[config.mk]
export PLATFORM = sky130hd
export DESIGN_NAME = note_off_scheduler
export DESIGN_NICKNAME = d
export VERILOG_FILES = /design/src/rtl/nos_pkg.sv /design/src/rtl/nos_cell.sv /design/src/rtl/note_off_scheduler.sv
export VERILOG_INCLUDE_DIRS = /design/src /design/src/rtl
export SDC_FILE = /design/constraint.sdc
export NUM_CORES = 2
export LEC_CHECK = 0
export ABC_CLOCK_PERIOD_IN_PS = 5530
export CORE_MARGIN = 4
export CORE_UTILIZATION = 42
export DETAILED_ROUTE_END_ITERATION = 10
export DONT_BUFFER_PORTS = 1
export SLEW_MARGIN = 10
export SYNTH_ARGS = -nofsm -noshare
export SYNTH_HDL_FRONTEND = slang
export SYNTH_SLANG_ARGS = --single-unit
[constraint.sdc]
create_clock -name aclk -period 5.53 [get_ports aclk]
set_input_delay 0.2765 -clock aclk [delete_from_list [all_inputs] [get_ports aclk]]
set_output_delay 0.2765 -clock aclk [all_outputs]
set_load 0.02 [all_outputs]
[src/rtl/note_off_scheduler_defines.svh]
// Assertion macros for the note-off scheduler.
`ifndef NOTE_OFF_SCHEDULER_DEFINES_SVH
`define NOTE_OFF_SCHEDULER_DEFINES_SVH

// same-cycle implication, checked out of reset
`define NOS_ASSERT_NOW(label, ante, cons, msg) \
    label: assert property (@(posedge aclk) disable iff (!aresetn) (ante) |-> (cons)) \
        else $error(msg);

// next-cycle implication, checked out of reset
`define NOS_ASSERT_NEXT(label, ante, cons, msg) \
    label: assert property (@(posedge aclk) disable iff (!aresetn) (ante) |=> (cons)) \
        else $error(msg);

`endif

[src/rtl/nos_pkg.sv]
// Types, constants and helpers shared by the note-off scheduler modules.
package nos_pkg;

    localparam int TABLE_DEPTH = 16;
    localparam int MAX_RESULTS = 16;
    localparam int CNT_W       = $clog2(TABLE_DEPTH + 1);
    localparam int RES_W       = $clog2(MAX_RESULTS + 1);
    localparam int NOTE_W      = 7;
    localparam int VEL_W       = 7;
    localparam int CHAN_W      = 5;
    localparam int DUR_W       = 16;
    localparam int TIME_W      = 32;
    localparam int PCNT_W      = 5;
    localparam int S_DATA_W    = 40;
    localparam int M_DATA_W    = 32;

    typedef enum logic [1:0] {
        ST_IDLE  = 2'b01,
        ST_SWEEP = 2'b10
    } state_t;

    typedef enum logic {
        CMD_PLAY = 1'b0,
        CMD_TICK = 1'b1
    } cmd_t;

    typedef enum logic {
        EV_NOTE_ON  = 1'b0,
        EV_NOTE_OFF = 1'b1
    } event_t;

    typedef struct packed {
        logic [NOTE_W-1:0] note;
        logic [VEL_W-1:0]  velocity;
        logic [CHAN_W-1:0] channel;
        logic [TIME_W-1:0] deadline;
        logic              expired;
    } entry_t;

    typedef struct packed {
        logic              play;
        logic              arm;
        logic              step;
        logic              keep;
        logic [CNT_W-1:0]  cnt;
        entry_t            new_ent;
        logic [TIME_W-1:0] now_inc;
    } cell_ctl_t;

    function automatic logic [PCNT_W-1:0] sat_count(input logic [CNT_W-1:0] c);
        if (32'(c) > 32'd31) begin
            return 5'd31;
        end
        return PCNT_W'(c);
    endfunction

endpackage

[src/rtl/nos_cell.sv]
// One table slot: holds an entry, retargets, arms and shifts it along the row.
module nos_cell (
    input  logic                      aclk,
    input  nos_pkg::cell_ctl_t        ctl,
    input  logic [nos_pkg::CNT_W-1:0] idx,
    input  nos_pkg::entry_t           nb,
    input  nos_pkg::entry_t           head,
    output nos_pkg::entry_t           q
);
    import nos_pkg::*;

    entry_t         ent_reg;
    entry_t         ent_next;
    logic [CNT_W:0] idx_inc;
    logic [CNT_W:0] cnt_ext;

    assign idx_inc = {1'b0, idx} + 1'b1;
    assign cnt_ext = {1'b0, ctl.cnt};

    always_comb begin
        ent_next = ent_reg;
        if (ctl.play) begin
            if (idx < ctl.cnt && ent_reg.note == ctl.new_ent.note) begin
                ent_next.deadline = ctl.new_ent.deadline;
            end
            if (idx == ctl.cnt) begin
                ent_next = ctl.new_ent;
            end
        end else if (ctl.arm) begin
            ent_next.expired = (ent_reg.deadline <= ctl.now_inc);
        end else if (ctl.step) begin
            if (idx_inc < cnt_ext) begin
                ent_next = nb;
            end else if (idx_inc == cnt_ext && ctl.keep) begin
                // survivor goes to the back of the occupied region
                ent_next         = head;
                ent_next.expired = 1'b0;
            end
        end
    end

    always_ff @(posedge aclk) begin
        ent_reg <= ent_next;
    end

    assign q = ent_reg;

endmodule

[src/rtl/note_off_scheduler.sv]
// Top level of the note-off scheduler: control, output register and the row of cells.
//
//  channel | dir | content
//  s_      | in  | tuser: command; tdata: note, velocity, channel, duration_ms
//  m_      | out | tuser: event_kind; tdata: note, velocity, channel, dropped,
//          |     | playing_count; tlast: final item of the input
//
// A play item yields its note-on in the output register in the cycle after it is accepted.
// A tick first arms every cell's deadline compare, then rotates the row through
// the head cell once per stored entry, and then returns to idle.
// Each due entry leaving the head waits for the output register; survivors do not.
// Reset empties the table and clears the millisecond counter; no clearing pass.
`include "note_off_scheduler_defines.svh"

module note_off_scheduler (
    input  logic                            aclk,
    input  logic                            aresetn,
    input  logic                            s_tvalid,
    output logic                            s_tready,
    // [6:0] note_number, [13:7] note_velocity, [18:14] note_channel, [34:19] duration_ms
    input  logic [nos_pkg::S_DATA_W-1:0]    s_tdata,
    // [0] command
    input  logic                            s_tuser,
    output logic                            m_tvalid,
    input  logic                            m_tready,
    // [6:0] out_note, [13:7] out_velocity, [18:14] out_channel, [19] dropped,
    // [24:20] playing_count
    output logic [nos_pkg::M_DATA_W-1:0]    m_tdata,
    // [0] event_kind
    output logic                            m_tuser,
    output logic                            m_tlast
);
    import nos_pkg::*;

    state_t            state_reg;
    state_t            state_next;
    logic [CNT_W-1:0]  cnt_reg;
    logic [CNT_W-1:0]  cnt_next;
    logic [CNT_W-1:0]  step_reg;
    logic [CNT_W-1:0]  step_next;
    logic [RES_W-1:0]  nres_reg;
    logic [RES_W-1:0]  nres_next;
    logic [TIME_W-1:0] now_reg;
    logic [TIME_W-1:0] now_next;

    logic              m_tvalid_reg;
    logic              m_tlast_reg;
    event_t            m_kind_reg;
    logic [NOTE_W-1:0] m_note_reg;
    logic [VEL_W-1:0]  m_vel_reg;
    logic [CHAN_W-1:0] m_chan_reg;
    logic              m_drop_reg;
    logic [PCNT_W-1:0] m_pcnt_reg;

    logic              out_free;
    logic              in_acc;
    logic              play_acc;
    logic              tick_acc;
    logic              sweeping;
    logic              head_due;
    logic              emit;
    logic              step_go;
    logic              any_more;
    logic              table_full;
    logic [TIME_W-1:0] now_inc;
    logic [CNT_W-1:0]  cnt_play;

    cell_ctl_t         ctl;
    entry_t            q   [TABLE_DEPTH];
    entry_t            nb  [TABLE_DEPTH];
    logic [TABLE_DEPTH-1:0] more_vec;

    assign out_free   = !m_tvalid_reg || m_tready;
    assign s_tready   = (state_reg == ST_IDLE) && out_free;
    assign in_acc     = s_tvalid && s_tready;
    assign play_acc   = in_acc && (cmd_t'(s_tuser) == CMD_PLAY);
    assign tick_acc   = in_acc && (cmd_t'(s_tuser) == CMD_TICK);
    assign sweeping   = (state_reg == ST_SWEEP) && (step_reg != '0);
    assign head_due   = q[0].expired && (nres_reg < RES_W'(MAX_RESULTS));
    assign emit       = sweeping && head_due && out_free;
    assign step_go    = sweeping && (!head_due || out_free);
    assign table_full = (cnt_reg == CNT_W'(TABLE_DEPTH));
    assign now_inc    = now_reg + 1'b1;
    assign cnt_play   = table_full ? cnt_reg : cnt_reg + 1'b1;

    always_comb begin
        ctl                  = '0;
        ctl.play             = play_acc;
        ctl.arm              = tick_acc;
        ctl.step             = step_go;
        ctl.keep             = !head_due;
        ctl.cnt              = cnt_reg;
        ctl.new_ent.note     = s_tdata[6:0];
        ctl.new_ent.velocity = s_tdata[13:7];
        ctl.new_ent.channel  = s_tdata[18:14];
        ctl.new_ent.deadline = now_reg + TIME_W'(s_tdata[34:19]);
        ctl.new_ent.expired  = 1'b0;
        ctl.now_inc          = now_inc;
    end

    // row of cells; cell 0 is the head, each occupied cell below the last takes its upper neighbour on a step
    for (genvar i = 0; i < TABLE_DEPTH; i++) begin : g_cell
        if (i < TABLE_DEPTH - 1) begin : g_mid
            assign nb[i] = q[i+1];
        end else begin : g_end
            assign nb[i] = q[0];
        end

        if (i == 0) begin : g_head
            assign more_vec[i] = 1'b0;
        end else begin : g_rest
            assign more_vec[i] = (CNT_W'(i) < cnt_reg) && q[i].expired;
        end

        nos_cell u_cell (
            .aclk (aclk),
            .ctl  (ctl),
            .idx  (CNT_W'(i)),
            .nb   (nb[i]),
            .head (q[0]),
            .q    (q[i])
        );
    end

    assign any_more = |more_vec;

    always_comb begin
        state_next = state_reg;
        cnt_next   = cnt_reg;
        step_next  = step_reg;
        nres_next  = nres_reg;
        now_next   = now_reg;
        unique case (state_reg)
            ST_IDLE: begin
                if (play_acc) begin
                    cnt_next = cnt_play;
                end else if (tick_acc) begin
                    now_next   = now_inc;
                    step_next  = cnt_reg;
                    nres_next  = '0;
                    state_next = ST_SWEEP;
                end
            end
            ST_SWEEP: begin
                if (step_reg == '0) begin
                    state_next = ST_IDLE;
                end
                if (step_go) begin
                    step_next = step_reg - 1'b1;
                end
                if (emit) begin
                    cnt_next  = cnt_reg - 1'b1;
                    nres_next = nres_reg + 1'b1;
                end
            end
            default: begin
                state_next = ST_IDLE;
            end
        endcase
    end

    always_ff @(posedge aclk) begin
        if (!aresetn) begin
            state_reg <= ST_IDLE;
            cnt_reg   <= '0;
            step_reg  <= '0;
            nres_reg  <= '0;
            now_reg   <= '0;
        end else begin
            state_reg <= state_next;
            cnt_reg   <= cnt_next;
            step_reg  <= step_next;
            nres_reg  <= nres_next;
            now_reg   <= now_next;
        end
    end

    always_ff @(posedge aclk) begin
        if (!aresetn) begin
            m_tvalid_reg <= 1'b0;
        end else if (out_free) begin
            m_tvalid_reg <= play_acc || emit;
        end
    end

    always_ff @(posedge aclk) begin
        if (out_free) begin
            if (play_acc) begin
                m_kind_reg  <= EV_NOTE_ON;
                m_note_reg  <= s_tdata[6:0];
                m_vel_reg   <= s_tdata[13:7];
                m_chan_reg  <= s_tdata[18:14];
                m_drop_reg  <= table_full;
                m_pcnt_reg  <= sat_count(cnt_play);
                m_tlast_reg <= 1'b1;
            end else if (emit) begin
                m_kind_reg  <= EV_NOTE_OFF;
                m_note_reg  <= q[0].note;
                m_vel_reg   <= q[0].velocity;
                m_chan_reg  <= q[0].channel;
                m_drop_reg  <= 1'b0;
                m_pcnt_reg  <= sat_count(cnt_reg - 1'b1);
                m_tlast_reg <= !any_more || (nres_reg == RES_W'(MAX_RESULTS - 1));
            end
        end
    end

    assign m_tvalid = m_tvalid_reg;
    assign m_tuser  = m_kind_reg;
    assign m_tlast  = m_tlast_reg;
    assign m_tdata  = {{(M_DATA_W - 25){1'b0}}, m_pcnt_reg, m_drop_reg,
                       m_chan_reg, m_vel_reg, m_note_reg};

    `NOS_ASSERT_NOW(a_cnt_bound, state_reg == ST_IDLE, cnt_reg <= CNT_W'(TABLE_DEPTH), "table count above depth")
    `NOS_ASSERT_NEXT(a_play_fill, play_acc && !table_full, cnt_reg == $past(cnt_reg) + 1'b1, "play did not store its entry")
    `NOS_ASSERT_NEXT(a_play_out, play_acc, m_tvalid_reg && m_tlast_reg && m_kind_reg == EV_NOTE_ON, "play gave no final note-on")

endmodule

==> results.md <==
Run status:
- The run finished with clean final reports.

Timing:
- The hold violation count in the final report came to 0.
- Setup violations remaining at the end of the flow were counted as 0.
- Setup repair after global routing left no endpoint under its margin.
- Setup slack closes at 416 ps.
- The post-route setup TNS is 0 ps.
- The count of pins over their slew limit is 0.
- On the final layout, the worst clock skew is 53.2 ps.
- The share of the clock period used by the worst path after layout is 0.925.
- Timing would allow up to 196 MHz.
- The relative max-transition margin is 0.0759.
- For the pin with the worst max-slew slack, the measured transition is 1350 ps.
- The minimum period implied by the final worst setup slack is 5110 ps.

Critical path:
- The maximum net fanout on the critical path is 9.
- Counting cells, the worst reg-to-reg path comes to 13.
- The peak per-stage delay on the critical path is 1110 ps.
- The classification of the worst setup path is reg -> reg.
- STA puts the critical path data arrival time at 5740 ps.
- The sort of element at the start of the critical path is a flip-flop.
- STA puts the critical path data required time at 6160 ps.
- The capture instance of the worst register-to-register path is g_cell[0].u_cell.q[0].
- Grouping stages by cell kind, the critical path spends the most delay in simple AND/OR/NAND/NOR gates.
- The kind of end point of the critical path is a flip-flop.
- Setup slack on the worst reg-to-reg path comes out at 420 ps.
- The launch instance of the worst register-to-register path is now_reg[11].
- Walking the worst path, the cells encountered are nand4_1, or4_1, or3_1, nor3_2, nand3_1, xor2_1, buf_4, ha_1, nand4_1, or2_2, nor2_1, a2111oi_0, a41o_1.
- The critical-path cell with the highest stage delay is sky130_fd_sc_hd__a2111oi_0.
- The number of buffers and inverters on the critical path is 1.
- The cell type with the highest occurrence count on the critical path is sky130_fd_sc_hd__nand4_1.

Logic synthesis:
- In the synthesized netlist the dominant register cell turns out to be sky130_fd_sc_hd__edfxtp_1.
- Of the synthesized area, sequential elements account for 0.475.
- Sorting the synthesized cells by area gives the leading types as sky130_fd_sc_hd__edfxtp_1 46%, sky130_fd_sc_hd__ha_1 12%, sky130_fd_sc_hd__nand2_1 8.9%.
- The share of synthesized area in the top cell type comes to 0.458.
- After synthesis the cells add up to 56,400 um^2.
- The biggest area contributor in the post-synthesis netlist is sky130_fd_sc_hd__edfxtp_1.
- The number of enable flip-flop cells after synthesis is 859.
- Among all cell types in the netlist, the one instantiated most often is sky130_fd_sc_hd__nand2_1.
- After synthesis the netlist holds a flip-flop and latch count of 909.
- In this run, distinct cell masters in the synthesized netlist total 76.
- A synthesized cell averages 9.82 um^2.
- Synthesis produced 5,740 cells.
- After synthesis, the most frequently instantiated cells are 1,337 x sky130_fd_sc_hd__nand2_1, 859 x sky130_fd_sc_hd__edfxtp_1, 519 x sky130_fd_sc_hd__ha_1, 506 x sky130_fd_sc_hd__a31oi_1, 392 x sky130_fd_sc_hd__clkbuf_1.
- For this run, the number of Yosys warnings is 0.
- The async set-reset flop share out of synthesis is 0.

Detailed routing:
- The detailed-route DRC error count is 0.
- The first TritonRoute pass finished after 8 iterations.
- The detail route stage leaves a number of antenna-violating nets equal to 0.
- The detailed router placed 47,000 vias in this run.
- After detailed routing, the total wire length is 201,000 um.
- The detailed router's first-iteration violation count is 5,612.
- The vias per cell is 6.27.
- In the final routed layout, each cell accounts on average for 26.9 um.

Clock tree:
- In this run the clock root is driven by a sky130_fd_sc_hd__clkbuf_16.
- The CTS tree is done.
- Buffers inserted during clock tree synthesis total 106.
- The worst-skew pair later-pin latency is 760 ps.
- No sink is reached through more buffers than the 3 on the longest clock path.
- The H-tree was split into 3 levels.
- The clock drives 909 sinks.
- Once the clock tree was built, the resizer swapped 0 gates to a different size.
- In this run the post-CTS setup repair buffer count came out at 0.
- The clock-pin slew on the worst setup and hold paths is 70 ps.

Placement:
- The quantity of I/O buffers inserted on ports is 0.
- The congestion estimate from routability-driven global placement came to 0.988.
- The post-placement setup slack is 498 ps.
- The post-detailed-placement cell area is 58,900 um^2.
- Detailed placement ended at an HPWL of 138,000 um.

Min path:
- For hold timing, the worst endpoint is g_cell[1].u_cell.q[45].
- The path category of the worst min-delay check is in -> reg.
- The origin of the worst min-delay path is s_tdata[0].
- The count of cells along the worst hold path is 2.

Final layout:
- In the final layout, the share of cells above drive strength 1 is 0.0749.
- At the end of the flow, the number of nets in the layout was 6,199.
- The total non-filler cell area in the finished layout is 62,700 um^2.
- 0 antenna diodes ended up in the layout.
- Summing all multi-input logic gate instances after layout gives 28,200 um^2.
- The number of flip-flops in the largest register is 832.
- The register area is 26,800 um^2.
- The synthesis-to-layout area growth is 11.2%.
- The filler cells instantiated in the layout total 12,400.

Global route:
- The number of global-route vias before repair came to 45,700.
- The total overflow left after global routing is 0.
- The first-pass GRT wire length is 298,000 um.
- The initial antenna violation count came to 3.
- The pin count of the biggest net entering global routing is 138.
- Across every metal layer, demand over resource in global routing totals 0.278.

Power:
- VDD sags by at most 248 uV.
- The leakage power total is 22.7 nW.
- Dividing total power by cell area gives a power density of 275 nW/um^2.

Floorplanning:
- The initial core utilization is 0.422.
- The top-level port count is 81.
- The die covers 140,000 um^2.
- The overall die width is 374 um.
- The count of standard-cell rows is 134.
- The die height is 374 um.
- The core box area is 133,000 um^2.

Run:
- Max-cap violations in this run came to 0.
[kinds of logic after synthesis]
kind of cell / synth area share
simple gates: 0.156
compound gates: 0.151
flops: 0.475
buf+inv: 0.0326
mux: 0.0333
other cells: 0.0000665
xor+xnor: 0.0340
fa+ha+maj: 0.118
[per-layer routing]
layer | wire length, um | track usage
met1 | 83900 | 0.378
met2 | 88400 | 0.426
met3 | 19400 | 0.0614
met4 | 9630 | 0.124
met5 | 14 | 0
[what timing repair did]
| action | 4_1_cts | 5_1_grt |
|---|---|---|
| hold buffers | 24 | 0 |
| hold endpoints to repair | 231 | 0 |
| setup endpoints to repair | 0 | 0 |
[report_power, final]
group	switching [mW]	internal, mW	total [mW]	leakage, nW
clock network	3.11	4.14	7.26	1.70
logic	1.19	0.609	1.80	12.7
registers	0.251	7.94	8.19	8.30
total	4.55	12.7	17.2	22.7
[per-stage QoR]
stage	std cells	hold WS, ps	power [mW]	utilization
final	7493	59.2	17.2	0.469
after global routing	7493	37.9	17.8	0.469
after CTS	7493	6.87	17.3	0.469
after detailed placement	7270	411	10.0	0.441
after global placement	7270	406	10.0	0.441
after floorplan	5746	430	9.39	-
[final cells by class]
class                           count  area share
Multi-Input combinational cell   4361       0.451
Sequential cell                   909       0.428
Clock buffer                      135      0.0444
Tap cell                         1768      0.0353
Timing Repair Buffer              212      0.0273
Clock inverter                     64      0.0119
Inverter                           44     0.00276
[how the worst max path moves through the flow]
stage                start                      end  depth (start not counted)
4_1_cts        now_reg[11]    g_cell[7].u_cell.q[0]                         15
6_report       now_reg[11]    g_cell[0].u_cell.q[0]                         13
3_3_place_gp   now_reg[11]    g_cell[7].u_cell.q[0]                         15
5_1_grt        now_reg[11]    g_cell[8].u_cell.q[0]                         14
3_5_place_dp   now_reg[11]    g_cell[7].u_cell.q[0]                         15
2_1_floorplan     m_tvalid  g_cell[14].u_cell.q[10]                          9
[layout by cell type, fill, tap and decap left out, types with 18 or more instances in the layout]
cell and n:
sky130_fd_sc_hd__a31oi_1 506, sky130_fd_sc_hd__clkinv_2 19, sky130_fd_sc_hd__nand4_1 117, sky130_fd_sc_hd__nand2b_1 19, sky130_fd_sc_hd__or3_1 31, sky130_fd_sc_hd__o21a_1 44
sky130_fd_sc_hd__o21ai_0 314, sky130_fd_sc_hd__a21o_1 124, sky130_fd_sc_hd__o211ai_1 18, sky130_fd_sc_hd__nor2_1 186, sky130_fd_sc_hd__dlygate4sd3_1 23, sky130_fd_sc_hd__xor2_1 119
sky130_fd_sc_hd__nand2_1 1333, sky130_fd_sc_hd__clkinv_1 20, sky130_fd_sc_hd__nand3_1 79, sky130_fd_sc_hd__xnor2_1 84, sky130_fd_sc_hd__mux2i_1 185, sky130_fd_sc_hd__o22ai_1 34
sky130_fd_sc_hd__nor4_1 26, sky130_fd_sc_hd__buf_4 184, sky130_fd_sc_hd__a21oi_1 203, sky130_fd_sc_hd__nor3_1 52, sky130_fd_sc_hd__and3_1 24, sky130_fd_sc_hd__clkbuf_16 107
sky130_fd_sc_hd__nor2b_1 60, sky130_fd_sc_hd__edfxtp_1 859, sky130_fd_sc_hd__dfxtp_1 48, sky130_fd_sc_hd__clkbuf_1 28, sky130_fd_sc_hd__and2_1 39, sky130_fd_sc_hd__inv_1 41
sky130_fd_sc_hd__ha_1 519
(Power assumes the default switching activity.)
